$ cat src/hdl/cms_pkg.sv
package cms_pkg;

  localparam int unsigned SEQ_MAX = 5;
  localparam int unsigned QDEPTH = 4;
  localparam int unsigned QPTR_W = $clog2(QDEPTH);

  localparam logic [7:0] PAYLOAD_MARKER = 8'hFF;
  localparam logic [15:0] EXT1_BASE = 16'd13;
  localparam logic [15:0] EXT2_BASE = 16'd269;
  localparam logic [3:0] NIB_EXT1 = 4'd13;
  localparam logic [3:0] NIB_EXT2 = 4'd14;

  typedef enum logic [2:0] {
    REQ_HEADER    = 3'd0,
    REQ_TOKEN     = 3'd1,
    REQ_OPT_START = 3'd2,
    REQ_OPT_BYTE  = 3'd3,
    REQ_PAY_START = 3'd4,
    REQ_PAY_BYTE  = 3'd5
  } req_t;

  typedef enum logic [1:0] {
    PH_IDLE    = 2'd0,
    PH_BODY    = 2'd1,
    PH_PAYLOAD = 2'd2
  } phase_t;

  localparam logic [1:0] ST_OK         = 2'd0;
  localparam logic [1:0] ST_OPT_DECR   = 2'd1;
  localparam logic [1:0] ST_OPT_AFTPAY = 2'd2;

  // one request's worth of output bytes
  typedef struct packed {
    logic [SEQ_MAX-1:0][7:0] seq;
    logic [2:0]              cnt;
    logic [1:0]              status;
    logic                    eom;
  } cmd_t;

  typedef struct packed {
    logic [3:0]      nib;
    logic [1:0]      cnt;
    logic [1:0][7:0] b;    // b[0] goes out first
  } ext_t;

  function automatic ext_t encode_ext(input logic [15:0] v);
    ext_t        e;
    logic [15:0] d;
    e = '0;
    if (v < EXT1_BASE) begin
      e.nib = v[3:0];
    end else if (v < EXT2_BASE) begin
      d = v - EXT1_BASE;
      e.nib = NIB_EXT1;
      e.cnt = 2'd1;
      e.b[0] = d[7:0];
    end else begin
      d = v - EXT2_BASE;
      e.nib = NIB_EXT2;
      e.cnt = 2'd2;
      e.b[0] = d[15:8];
      e.b[1] = d[7:0];
    end
    return e;
  endfunction

endpackage

$ cat src/hdl/cms_front.sv
module cms_front (
  input  logic             clk,
  input  logic             rst_n,
  input  logic             acc,
  input  logic [2:0]       req_type,
  input  logic [1:0]       version,
  input  logic [1:0]       msg_type,
  input  logic [3:0]       token_length,
  input  logic [2:0]       code_class,
  input  logic [4:0]       code_detail,
  input  logic [15:0]      message_id,
  input  logic [15:0]      option_number,
  input  logic [15:0]      value_length,
  input  logic [7:0]       data_byte,
  input  logic             end_of_message,
  output logic             push,
  output cms_pkg::cmd_t    cmd
);
  import cms_pkg::*;

  logic [15:0] prev_opt_r, prev_opt_nxt;
  phase_t      phase_r, phase_nxt;
  ext_t        dext, lext;
  logic        decr;
  logic [15:0] delta;
  logic [3:0][7:0] ext_seq;

  assign decr  = option_number < prev_opt_r;
  assign delta = decr ? 16'd0 : option_number - prev_opt_r;
  assign dext  = encode_ext(delta);
  assign lext  = encode_ext(value_length);

  // delta extension first, then length extension
  always_comb begin
    ext_seq = '0;
    case (dext.cnt)
      2'd0: begin
        ext_seq[0] = lext.b[0];
        ext_seq[1] = lext.b[1];
      end
      2'd1: begin
        ext_seq[0] = dext.b[0];
        ext_seq[1] = lext.b[0];
        ext_seq[2] = lext.b[1];
      end
      default: begin
        ext_seq[0] = dext.b[0];
        ext_seq[1] = dext.b[1];
        ext_seq[2] = lext.b[0];
        ext_seq[3] = lext.b[1];
      end
    endcase
  end

  always_comb begin
    cmd = '0;
    cmd.eom = end_of_message;
    prev_opt_nxt = prev_opt_r;
    phase_nxt = phase_r;
    push = 1'b0;
    case (req_type)
      REQ_HEADER: begin
        push = acc;
        cmd.seq[0] = {version, msg_type, token_length};
        cmd.seq[1] = {code_class, code_detail};
        cmd.seq[2] = message_id[15:8];
        cmd.seq[3] = message_id[7:0];
        cmd.cnt = 3'd4;
        prev_opt_nxt = '0;
        phase_nxt = PH_BODY;
      end
      REQ_OPT_START: begin
        push = acc;
        cmd.seq[0] = {dext.nib, lext.nib};
        cmd.seq[1] = ext_seq[0];
        cmd.seq[2] = ext_seq[1];
        cmd.seq[3] = ext_seq[2];
        cmd.seq[4] = ext_seq[3];
        cmd.cnt = 3'd1 + {1'b0, dext.cnt} + {1'b0, lext.cnt};
        if (decr) begin
          cmd.status = ST_OPT_DECR;
        end else begin
          prev_opt_nxt = option_number;
        end
        if (phase_r == PH_PAYLOAD) begin
          cmd.status = ST_OPT_AFTPAY;
        end
        if (phase_r == PH_IDLE) begin
          phase_nxt = PH_BODY;
        end
      end
      REQ_PAY_START: begin
        push = acc;
        cmd.seq[0] = PAYLOAD_MARKER;
        cmd.cnt = 3'd1;
        phase_nxt = PH_PAYLOAD;
      end
      REQ_TOKEN, REQ_OPT_BYTE, REQ_PAY_BYTE: begin
        push = acc;
        cmd.seq[0] = data_byte;
        cmd.cnt = 3'd1;
        if (phase_r == PH_IDLE) begin
          phase_nxt = PH_BODY;
        end
      end
      default: begin
        push = 1'b0;
      end
    endcase
    if (end_of_message) begin
      phase_nxt = PH_IDLE;
    end
  end

  always_ff @(posedge clk) begin
    if (!rst_n) begin
      prev_opt_r <= '0;
      phase_r <= PH_IDLE;
    end else if (push) begin
      prev_opt_r <= prev_opt_nxt;
      phase_r <= phase_nxt;
    end
  end

endmodule

$ cat src/hdl/cms_queue.sv
module cms_queue (
  input  logic          clk,
  input  logic          rst_n,
  input  logic          push,
  input  cms_pkg::cmd_t wr_cmd,
  input  logic          pop,
  output cms_pkg::cmd_t rd_cmd,
  output logic          full,
  output logic          empty
);
  import cms_pkg::*;

  cmd_t               mem [QDEPTH];
  logic [QPTR_W-1:0]  wr_ptr_r, wr_ptr_nxt;
  logic [QPTR_W-1:0]  rd_ptr_r, rd_ptr_nxt;
  logic [QPTR_W:0]    cnt_r, cnt_nxt;

  assign full   = cnt_r == (QPTR_W+1)'(QDEPTH);
  assign empty  = cnt_r == '0;
  assign rd_cmd = mem[rd_ptr_r];

  always_comb begin
    wr_ptr_nxt = wr_ptr_r + (QPTR_W)'(push);
    rd_ptr_nxt = rd_ptr_r + (QPTR_W)'(pop);
    cnt_nxt = cnt_r + (QPTR_W+1)'(push) - (QPTR_W+1)'(pop);
  end

  always_ff @(posedge clk) begin
    if (push) begin
      mem[wr_ptr_r] <= wr_cmd;
    end
  end

  always_ff @(posedge clk) begin
    if (!rst_n) begin
      wr_ptr_r <= '0;
      rd_ptr_r <= '0;
      cnt_r <= '0;
    end else begin
      wr_ptr_r <= wr_ptr_nxt;
      rd_ptr_r <= rd_ptr_nxt;
      cnt_r <= cnt_nxt;
    end
  end

endmodule

$ cat src/hdl/cms_back.sv
module cms_back (
  input  logic          clk,
  input  logic          rst_n,
  input  cms_pkg::cmd_t cmd,
  input  logic          empty,
  output logic          pop,
  output logic          out_tvalid,
  input  logic          out_tready,
  output logic [7:0]    out_tdata,
  output logic          out_tlast,
  output logic [2:0]    out_tuser
);
  import cms_pkg::*;

  logic [2:0] idx_r, idx_nxt;
  logic       vld_r, vld_nxt;
  logic [7:0] byte_r;
  logic       last_r;
  logic [1:0] status_r;
  logic       mend_r;
  logic       load, fire, is_last;
  logic [7:0] sel_byte;

  assign load    = !vld_r || out_tready;
  assign fire    = load && !empty;
  assign is_last = idx_r == (cmd.cnt - 3'd1);
  assign pop     = fire && is_last;

  always_comb begin
    case (idx_r)
      3'd0: sel_byte = cmd.seq[0];
      3'd1: sel_byte = cmd.seq[1];
      3'd2: sel_byte = cmd.seq[2];
      3'd3: sel_byte = cmd.seq[3];
      3'd4: sel_byte = cmd.seq[4];
      default: sel_byte = cmd.seq[0];
    endcase
  end

  always_comb begin
    idx_nxt = idx_r;
    vld_nxt = vld_r;
    if (load) begin
      vld_nxt = !empty;
    end
    if (fire) begin
      idx_nxt = is_last ? 3'd0 : idx_r + 3'd1;
    end
  end

  always_ff @(posedge clk) begin
    if (!rst_n) begin
      idx_r <= '0;
      vld_r <= 1'b0;
    end else begin
      idx_r <= idx_nxt;
      vld_r <= vld_nxt;
    end
  end

  always_ff @(posedge clk) begin
    if (fire) begin
      byte_r <= sel_byte;
      last_r <= is_last;
      status_r <= cmd.status;
      mend_r <= is_last && cmd.eom;
    end
  end

  assign out_tvalid = vld_r;
  assign out_tdata  = byte_r;
  assign out_tlast  = last_r;
  assign out_tuser  = {mend_r, status_r};

endmodule

$ cat src/hdl/coap_message_serializer.sv
// Message serializer for the constrained application protocol (RFC 7252).
// Input stream: one request per piece of a message; in_tuser carries the
// request kind (header, token byte, option start, option byte, payload start,
// payload byte), in_tlast marks the end of the whole message. Kinds 6 and 7
// are taken and dropped without output.
// Output stream: one serialized byte per beat. out_tlast marks the last byte
// produced by a request; out_tuser carries the status (option number went
// down, option after payload) and the message end flag.
// Throughput: one byte per cycle on the output while the receiver is ready.
// Single-byte requests are taken every cycle while the queue has room;
// a header yields 4 output bytes and an option start 1 to 5, all sent by
// the byte-serial output stage. A 4-entry request queue sits between
// classifier and output stage, so the input keeps taking requests while
// longer ones drain. Requests pass the queue, then the output register.
// Reset empties the queue and clears tvalid, option number and message phase.
// If the receiver stalls, the output byte holds and the queue fills; in_tready
// drops only when it is full or while in reset.
module coap_message_serializer (
  input  logic        clk,
  input  logic        rst_n,
  input  logic        in_tvalid,
  output logic        in_tready,
  // [1:0] version, [3:2] msg_type, [7:4] token_length, [10:8] code_class,
  // [15:11] code_detail, [31:16] message_id, [47:32] option_number,
  // [63:48] value_length, [71:64] data_byte
  input  logic [71:0] in_tdata,
  input  logic [2:0]  in_tuser,    // [2:0] req_type
  input  logic        in_tlast,    // end_of_message
  output logic        out_tvalid,
  input  logic        out_tready,
  output logic [7:0]  out_tdata,   // [7:0] out_byte
  output logic        out_tlast,   // last_of_run
  output logic [2:0]  out_tuser    // [1:0] status, [2] message_end
);
  import cms_pkg::*;

  logic push, pop, full, empty, acc;
  cmd_t wr_cmd, rd_cmd;

  assign in_tready = rst_n && !full;
  assign acc = in_tvalid && in_tready;

  cms_front u_front (
    .clk            (clk),
    .rst_n          (rst_n),
    .acc            (acc),
    .req_type       (in_tuser),
    .version        (in_tdata[1:0]),
    .msg_type       (in_tdata[3:2]),
    .token_length   (in_tdata[7:4]),
    .code_class     (in_tdata[10:8]),
    .code_detail    (in_tdata[15:11]),
    .message_id     (in_tdata[31:16]),
    .option_number  (in_tdata[47:32]),
    .value_length   (in_tdata[63:48]),
    .data_byte      (in_tdata[71:64]),
    .end_of_message (in_tlast),
    .push           (push),
    .cmd            (wr_cmd)
  );

  cms_queue u_queue (
    .clk    (clk),
    .rst_n  (rst_n),
    .push   (push),
    .wr_cmd (wr_cmd),
    .pop    (pop),
    .rd_cmd (rd_cmd),
    .full   (full),
    .empty  (empty)
  );

  cms_back u_back (
    .clk        (clk),
    .rst_n      (rst_n),
    .cmd        (rd_cmd),
    .empty      (empty),
    .pop        (pop),
    .out_tvalid (out_tvalid),
    .out_tready (out_tready),
    .out_tdata  (out_tdata),
    .out_tlast  (out_tlast),
    .out_tuser  (out_tuser)
  );

endmodule

$ cat config.mk
export PLATFORM = sky130hd
export DESIGN_NAME = coap_message_serializer
export DESIGN_NICKNAME = d
export VERILOG_FILES = /design/src/hdl/cms_pkg.sv /design/src/hdl/cms_front.sv /design/src/hdl/cms_queue.sv /design/src/hdl/cms_back.sv /design/src/hdl/coap_message_serializer.sv
export SDC_FILE = /design/constraint.sdc
export NUM_CORES = 1
export LEC_CHECK = 0
export ABC_AREA = 1
export BUFFER_PORTS_ARGS = -buffer_cell sky130_fd_sc_hd__buf_2
export CORE_MARGIN = 2
export CORE_UTILIZATION = 63
export CTS_BUF_LIST = sky130_fd_sc_hd__clkbuf_4 sky130_fd_sc_hd__clkbuf_8 sky130_fd_sc_hd__clkbuf_16
export CTS_CLUSTER_DIAMETER = 40
export DETAILED_ROUTE_END_ITERATION = 8
export PLACE_DENSITY = 0.83
export SYNTH_ARGS = -nofsm -noshare
export SYNTH_HDL_FRONTEND = slang
export SYNTH_SLANG_ARGS = --single-unit
$ cat constraint.sdc
create_clock -name clk -period 15.1 [get_ports clk]
set_input_delay 3.02 -clock clk [delete_from_list [all_inputs] [get_ports clk]]
set_output_delay 3.02 -clock clk [all_outputs]
set_load 0.005 [all_outputs]
==> results.sh, run 1 <==
export IMPL_syn_to_final_growth_pct=12.6
export IMPL_dpl_cell_area_sq_um=12500
export IMPL_overflow=0
export IMPL_hold_ws_ns=0.462
export IMPL_netlist_cell_type_count=50
export IMPL_seq_area_sq_um=6470
export IMPL_multi_input_area_sq_um=4650
export IMPL_status="complete, no violations"
export IMPL_dpl_worst_slack_ns=8.09
export IMPL_path_buf_inv=3
export IMPL_critPathMaxFanout=22
export IMPL_synth_cells=1309
export IMPL_cp_start_kind="input pin"
export IMPL_hold_viol=0
export IMPL_io_pins=94
export IMPL_cts_tree="built"
export IMPL_p_per_area_nw_per_um2=139
export IMPL_vias=9863
export IMPL_grt_max_degree=93
export IMPL_rsz0062_at_grt="no"
export IMPL_yosys_warnings=0
export IMPL_postRouteAntennaNets=0
export IMPL_syn_area_sq_um=11900
export IMPL_startpoint="rst_n"
export IMPL_synthFlopType="edfxtp_1"
export IMPL_grt_busiest_layer="met2"
export IMPL_core_area_sq_um=18600
export IMPL_place_congestion=0.970
export IMPL_setup_ws_ns=8.08
export IMPL_tightest_slew_ns=1.01
export IMPL_design_area_sq_um=13400
export IMPL_endpoint_kind="primary output"
export IMPL_routed_wl_mm=30.5
export IMPL_io_buffers=93
export IMPL_core_rowCount=50
export IMPL_maxCapViolations=0
export IMPL_leakage_nw=5.51
export IMPL_layout_drive_gt1_share=0.138
export IMPL_reg2reg_from="u_queue.rd_ptr_r[0]"
export IMPL_routedWlPerCell_um=18.6
export IMPL_post_cts_setup_buffer_count=0
export IMPL_ctsRootBufferMaster="clkbuf_16"
export IMPL_grtUsageMet1=0.417
export IMPL_slew_headroom=0.323
export IMPL_combinationalPowerShare=0.253
export IMPL_hold_start="u_front.prev_opt_r[4]"
export IMPL_clkTransAtPathRegs_ns=0.05
export IMPL_dr_pass1_iters=5
export IMPL_cts_buffer_depth=3
export IMPL_met3_usage=0.0526
export IMPL_crit_path_cell_trace="buf_2 > inv_1 > a31oi_1 > buf_2"
export IMPL_vias_per_cell=6.01
export IMPL_hold_buffers=0
export IMPL_htreeDepth=1
export IMPL_slew_viol_final=0
export IMPL_antenna_cells=0
export IMPL_switching_share=0.316
export IMPL_cts_buffers_inserted=26
export IMPL_cp_slowest_stage_delay_ns=0.54
export IMPL_post_dp_hpwl_mm=20.4
export IMPL_syn_num_nets=1421
export IMPL_p_int_mw=1.27
export IMPL_pwr_share_clk=0.335
export IMPL_min_period_ns=7.02
export IMPL_fmax_ghz=0.142
export IMPL_path_class="input pin to primary output"
export IMPL_antenna_found_initial=0
export IMPL_cpMostUsedCell="buf_2"
export IMPL_synth_top_area_share=0.497
export IMPL_setup_viol=0
export IMPL_die_y_um=141
export IMPL_tns_ns=0
export IMPL_cts_num_sinks=225
export IMPL_vdd_drop_max_v=0.000104
export IMPL_path_delay_family="buffers and inverters"
export IMPL_ys_seq_elements=225
export IMPL_synth_enable_flop_cells=196
export IMPL_syn_avg_cell_area_sq_um=9.05
export IMPL_clk_insertion_delay_late_ns=0.53
export IMPL_synth_seq_area_share=0.546
export IMPL_drt_iter0_drc=1040
export IMPL_min_period_over_period=0.465
export IMPL_n_fill_cell=1300
export IMPL_fin_nets=1500
export IMPL_cp_required_ns=12.08
export IMPL_grt_pass1_wl_mm=47.9
export IMPL_die_w_um=141
export IMPL_hp_class="register to register"
export IMPL_ys_top_cells_by_area="edfxtp_1, nand2_1, dfxtp_1"
export IMPL_yosysTopAreaCell="edfxtp_1"
export IMPL_crit_path_top_delay_cell="inv_1"
export IMPL_grt_pass1_vias=9153
export IMPL_p_switching_mw=0.587
export IMPL_die_area_sq_um=19900
export IMPL_grt_usage=0.307
export IMPL_fin_skew_ns=0.0126
export IMPL_ys_async_sr_fraction=0
export IMPL_drc=0
export IMPL_ctsResizeCount=0
export IMPL_crit_arrival_ns=4.00
export IMPL_start_util=0.638
export IMPL_p_seq_frac=0.412
export IMPL_gr_usage_met2=0.512
==> sequential cells by signal, indices dropped and copies added, names as in the netlist <==
name,cells
u_front.prev_opt_r,16
u_back.idx_r,3
u_back.status_r,2
u_back.out_tvalid,1
u_back.mend_r,1
u_queue.cnt_r,3
u_back.out_tlast,1
u_back.out_tdata,8
u_queue.wr_ptr_r,2
u_queue.mem,184
u_front.phase_r,2
u_queue.rd_ptr_r,2
==> worst paths after layout <==
kind	end	slack [ns]	depth (start not counted)
max	in_tready	8.08	4
min	u_front.prev_opt_r[4]	0.46	2
max reg2reg	u_queue.cnt_r[2]	10.68	18
min reg2reg	u_front.prev_opt_r[4]	0.46	2
==> metrics by stage <==
| step | util | power, mW | cells |
|---|---|---|---|
| floorplan | - | 1.08 | 1309 |
| global placement | 0.672 | 1.22 | 1594 |
| detailed placement | 0.672 | 1.23 | 1594 |
| CTS | 0.719 | 1.85 | 1642 |
| global route | 0.719 | 1.94 | 1642 |
| finish | 0.719 | 1.85 | 1642 |
==> layout make-up <==
| class | count | share of cell area |
|---|---|---|
| repair buffers | 105 | 0.0416 |
| clock inverters | 14 | 0.0110 |
| clock buffers | 34 | 0.0545 |
| well taps | 234 | 0.0219 |
| multi-input cells | 895 | 0.349 |
| flip-flops and latches | 225 | 0.484 |
| inverters | 135 | 0.0380 |
==> routing by layer <==
metal  up-vias  share of wire  wire [um]
met5         -              0          0
met4         0          0.024        739
met3        62          0.098       3000
met2       520           0.49      14900
met1      4600           0.39      11900
li1       4681              -          -
==> power groups by stage <==
| stage | sequential, mW | clock, mW | combinational (mW) |
|---|---|---|---|
| final | 0.764 | 0.621 | 0.469 |
| after detailed placement | 0.776 | 0 | 0.459 |
| after global placement | 0.775 | 0 | 0.446 |
| after floorplan | 0.769 | 0 | 0.309 |
| after CTS | 0.764 | 0.625 | 0.464 |
| after global routing | 0.769 | 0.652 | 0.521 |
==> layout by cell type (no fill, tap or decap), types with 3 or more instances in the layout <==
master | netlist | final
fa_1 | 3 | 3
and2_1 | 3 | 3
nor2_2 | 5 | 5
xor2_1 | 15 | 15
o22ai_1 | 34 | 34
a32o_1 | 7 | 7
nor3_1 | 15 | 11
a221oi_1 | 6 | 6
clkbuf_16 | 0 | 27
clkbuf_4 | 0 | 7
nor3_2 | 0 | 4
nand4_1 | 15 | 15
nand3_1 | 76 | 76
nand3_2 | 5 | 5
dfxtp_1 | 29 | 28
inv_1 | 125 | 124
nand2_2 | 10 | 10
ha_1 | 29 | 29
xnor2_1 | 5 | 5
a31oi_1 | 5 | 4
a21oi_1 | 55 | 55
o21ai_1 | 7 | 7
clkinv_1 | 4 | 8
o21ai_0 | 91 | 91
o211ai_1 | 12 | 12
inv_2 | 6 | 7
buf_2 | 2 | 93
a211oi_1 | 20 | 20
buf_4 | 4 | 12
nand2_1 | 301 | 301
edfxtp_1 | 196 | 196
or2_2 | 4 | 4
nand3b_1 | 4 | 4
nor2_1 | 146 | 146
==> kinds of logic after synthesis <==
group | share of synthesized area
compound gates | 0.124
fa+ha+maj | 0.0357
simple gates | 0.216
xor+xnor | 0.0148
buf+inv | 0.0640
flops | 0.546
==> synth_stat cells (20+ instances only) <==
cell type    n
nor2_1     146
o22ai_1     34
dfxtp_1     29
inv_1      125
nand3_1     76
a21oi_1     55
a211oi_1    20
clkbuf_1    44
ha_1        29
nand2_1    301
o21ai_0     91
edfxtp_1   196
==> worst min-delay path, stage by stage, from the launching register on <==
cell and delay [ns]:
dfxtp_1 0.29, inv_1 0.06, a211oi_1 0.06
No activity file was read; power rests on OpenSTA's default activity.
==> run 2, diff against run 1 <==
--- a/config.mk
+++ b/config.mk
@@ -5,14 +5,14 @@
 export SDC_FILE = /design/constraint.sdc
 export NUM_CORES = 1
 export LEC_CHECK = 0
-export ABC_AREA = 1
+export ABC_AREA = 0
 export BUFFER_PORTS_ARGS = -buffer_cell sky130_fd_sc_hd__buf_2
 export CORE_MARGIN = 2
-export CORE_UTILIZATION = 63
+export CORE_UTILIZATION = 55
 export CTS_BUF_LIST = sky130_fd_sc_hd__clkbuf_4 sky130_fd_sc_hd__clkbuf_8 sky130_fd_sc_hd__clkbuf_16
 export CTS_CLUSTER_DIAMETER = 40
 export DETAILED_ROUTE_END_ITERATION = 8
-export PLACE_DENSITY = 0.83
+export PLACE_DENSITY = 0.77
 export SYNTH_ARGS = -nofsm -noshare
 export SYNTH_HDL_FRONTEND = slang
 export SYNTH_SLANG_ARGS = --single-unit
==> constraint.sdc (replaced) <==
create_clock -name clk -period 6.15 [get_ports clk]
set_input_delay 1.23 -clock clk [delete_from_list [all_inputs] [get_ports clk]]
set_output_delay 1.23 -clock clk [all_outputs]
set_load 0.005 [all_outputs]
==> results.sh, run 2 <==
export IMPL_status="complete, no violations"
export IMPL_synth_top_area_share=0.511
export IMPL_die_y_um=149
export IMPL_synth_seq_area_share=0.561
export IMPL_min_period_ns=5.46
export IMPL_layout_common_cells="edfxtp_1, buf_2, nand2_1"
export IMPL_syn_num_nets=1020
export IMPL_ys_seq_elements=225
export IMPL_seq_area_sq_um=6470
export IMPL_synth_enable_flop_cells=196
export IMPL_slew_headroom=0.221
export IMPL_synthFlopType="edfxtp_1"
export IMPL_core_rowCount=52
export IMPL_rsz0062_at_grt="no"
export IMPL_clk_insertion_delay_late_ns=0.56
export IMPL_postRouteAntennaNets=0
export IMPL_post_dp_hpwl_mm=21.3
export IMPL_cp_start_kind="input pin"
export IMPL_n_fill_cell=1499
export IMPL_yosysMostFrequentCell="edfxtp_1"
export IMPL_max_flop_register="u_queue.mem"
export IMPL_place_congestion=0.993
export IMPL_antenna_cells=0
export IMPL_maxCapViolations=0
export IMPL_setup_viol=0
export IMPL_layout_drive_gt1_share=0.227
export IMPL_grt_max_degree=47
export IMPL_min_period_over_period=0.888
export IMPL_endpoint_kind="register"
export IMPL_antenna_found_initial=0
export IMPL_routed_wl_mm=30.1
export IMPL_fin_nets=1110
export IMPL_grt_usage=0.276
export IMPL_syn_to_final_growth_pct=14.3
export IMPL_critPathMaxFanout=6
export IMPL_hold_buffers=0
export IMPL_synth_top_cells_by_count="edfxtp_1, nand2_1, nor2_1, a21oi_1, mux4_2"
export IMPL_p_per_area_nw_per_um2=327
export IMPL_tns_ns=0
export IMPL_cp_slowest_stage_delay_ns=0.69
export IMPL_io_buffers=93
export IMPL_routedWlPerCell_um=23.4
export IMPL_hold_ws_ns=0.463
export IMPL_cp_required_ns=6.48
export IMPL_cts_buffers_inserted=29
export IMPL_yosysTopAreaCell="edfxtp_1"
export IMPL_path_class="input pin to register"
export IMPL_fin_skew_ns=0.0127
export IMPL_core_area_sq_um=20400
export IMPL_crit_arrival_ns=5.79
export IMPL_design_area_sq_um=13200
export IMPL_ys_async_sr_fraction=0
export IMPL_ctsRootBufferMaster="clkbuf_16"
export IMPL_htreeDepth=1
export IMPL_clkTransAtPathRegs_ns=0.06
export IMPL_hp_class="register to register"
export IMPL_overflow=0
export IMPL_synth_cells=908
export IMPL_dr_pass1_iters=7
export IMPL_cpMostUsedCell="ha_1"
export IMPL_yosys_warnings=0
export IMPL_slew_viol_final=0
export IMPL_cts_buffer_depth=3
export IMPL_io_pins=94
export IMPL_post_cts_setup_buffer_count=0
export IMPL_ctsResizeCount=0
export IMPL_leakage_nw=4.61
export IMPL_netlist_cell_type_count=79
export IMPL_ys_top_cells_by_area="edfxtp_1, mux4_2, dfxtp_1"
export IMPL_die_w_um=149
export IMPL_dpl_cell_area_sq_um=12300
export IMPL_syn_avg_cell_area_sq_um=12.7
export IMPL_crit_path_top_delay_cell="or4b_2"
export IMPL_drc=0
export IMPL_vdd_drop_max_v=0.000301
export IMPL_vias=8294
export IMPL_crit_path_cell_trace="buf_2 > inv_1 > ha_1 > fa_1 > nor2b_1 > o31ai_2 > a31oi_1 > o21a_1 > or2_2 > nand2b_1 > ha_1 > or4b_2 > a21boi_1 > nand4_1 > mux2i_1 > nand4_1 > ha_1 > fa_1 > a21oi_1"
export IMPL_tightest_slew_ns=1.16
export IMPL_largest_reg_flops=184
export IMPL_syn_area_sq_um=11500
export IMPL_cts_tree="built"
export IMPL_die_area_sq_um=22100
export IMPL_multi_input_area_sq_um=4730
export IMPL_layout_commonest_cell="edfxtp_1"
export IMPL_cts_num_sinks=225
export IMPL_grt_pass1_wl_mm=46.2
export IMPL_start_util=0.566
export IMPL_fmax_ghz=0.183
export IMPL_drt_iter0_drc=938
export IMPL_hold_viol=0
export IMPL_vias_per_cell=6.44
export IMPL_grt_pass1_vias=8065
run 2: worst paths after layout:
path                                            start               endpoint  slack [ns]  depth (start not counted)
worst max-delay path                     in_tdata[32]      u_queue.mem[0][5]        0.69                         19
worst min-delay path            u_front.prev_opt_r[5]  u_front.prev_opt_r[5]        0.46                          2
worst max register to register  u_front.prev_opt_r[0]      u_queue.mem[0][5]        1.18                         17
worst min register to register  u_front.prev_opt_r[5]  u_front.prev_opt_r[5]        0.46                          2
run 2: through the flow:
step                std cells  power [mW]   util  setup slack [ns]
finish                   1287        4.31  0.646             0.688
global route             1287        4.48  0.646             0.400
CTS                      1287        4.32  0.646             0.773
detailed placement       1237        2.75  0.602             0.261
global placement         1237        2.73  0.602             0.402
floorplan                 908        2.44      -             0.267
run 2: cells by family after synthesis:
| kind of cell | synth area share |
|---|---|
| AND/OR/NAND/NOR | 0.106 |
| AO/OA/AOI/OAI | 0.146 |
| multiplexers | 0.0943 |
| buffers and inverters | 0.0311 |
| adder cells (fa/ha/maj) | 0.0367 |
| XOR/XNOR | 0.0242 |
| flip-flops | 0.561 |
run 2: critical path: cells and delay by family:
family	cells	cell delay [ns]
compound gates	5	1.05
fa+ha+maj	5	1.54
buf+inv	2	0.13
mux	1	0.26
simple gates	6	1.58
run 2: final cells by class:
| type | instances | area share |
|---|---|---|
| clock buffers | 32 | 0.0568 |
| clock inverters | 18 | 0.0125 |
| inverters | 39 | 0.0111 |
| multi-input cells | 597 | 0.360 |
| flip-flops and latches | 225 | 0.492 |
| well taps | 270 | 0.0257 |
| repair buffers | 106 | 0.0428 |
run 2: where the power goes:
group / internal, mW / switching (mW)
clock: 0.928 / 0.653
sequential: 1.80 / 0.0656
combinational: 0.337 / 0.523
run 2: metal layers:
| layer | vias to the layer above | share of wire | track usage |
|---|---|---|---|
| met4 | 0 | 0.044 | 0.110 |
| li1 | 3716 | - | - |
| met2 | 464 | 0.46 | 0.434 |
| met3 | 105 | 0.098 | 0.0518 |
| met5 | - | 0 | 0 |
| met1 | 4009 | 0.39 | 0.384 |
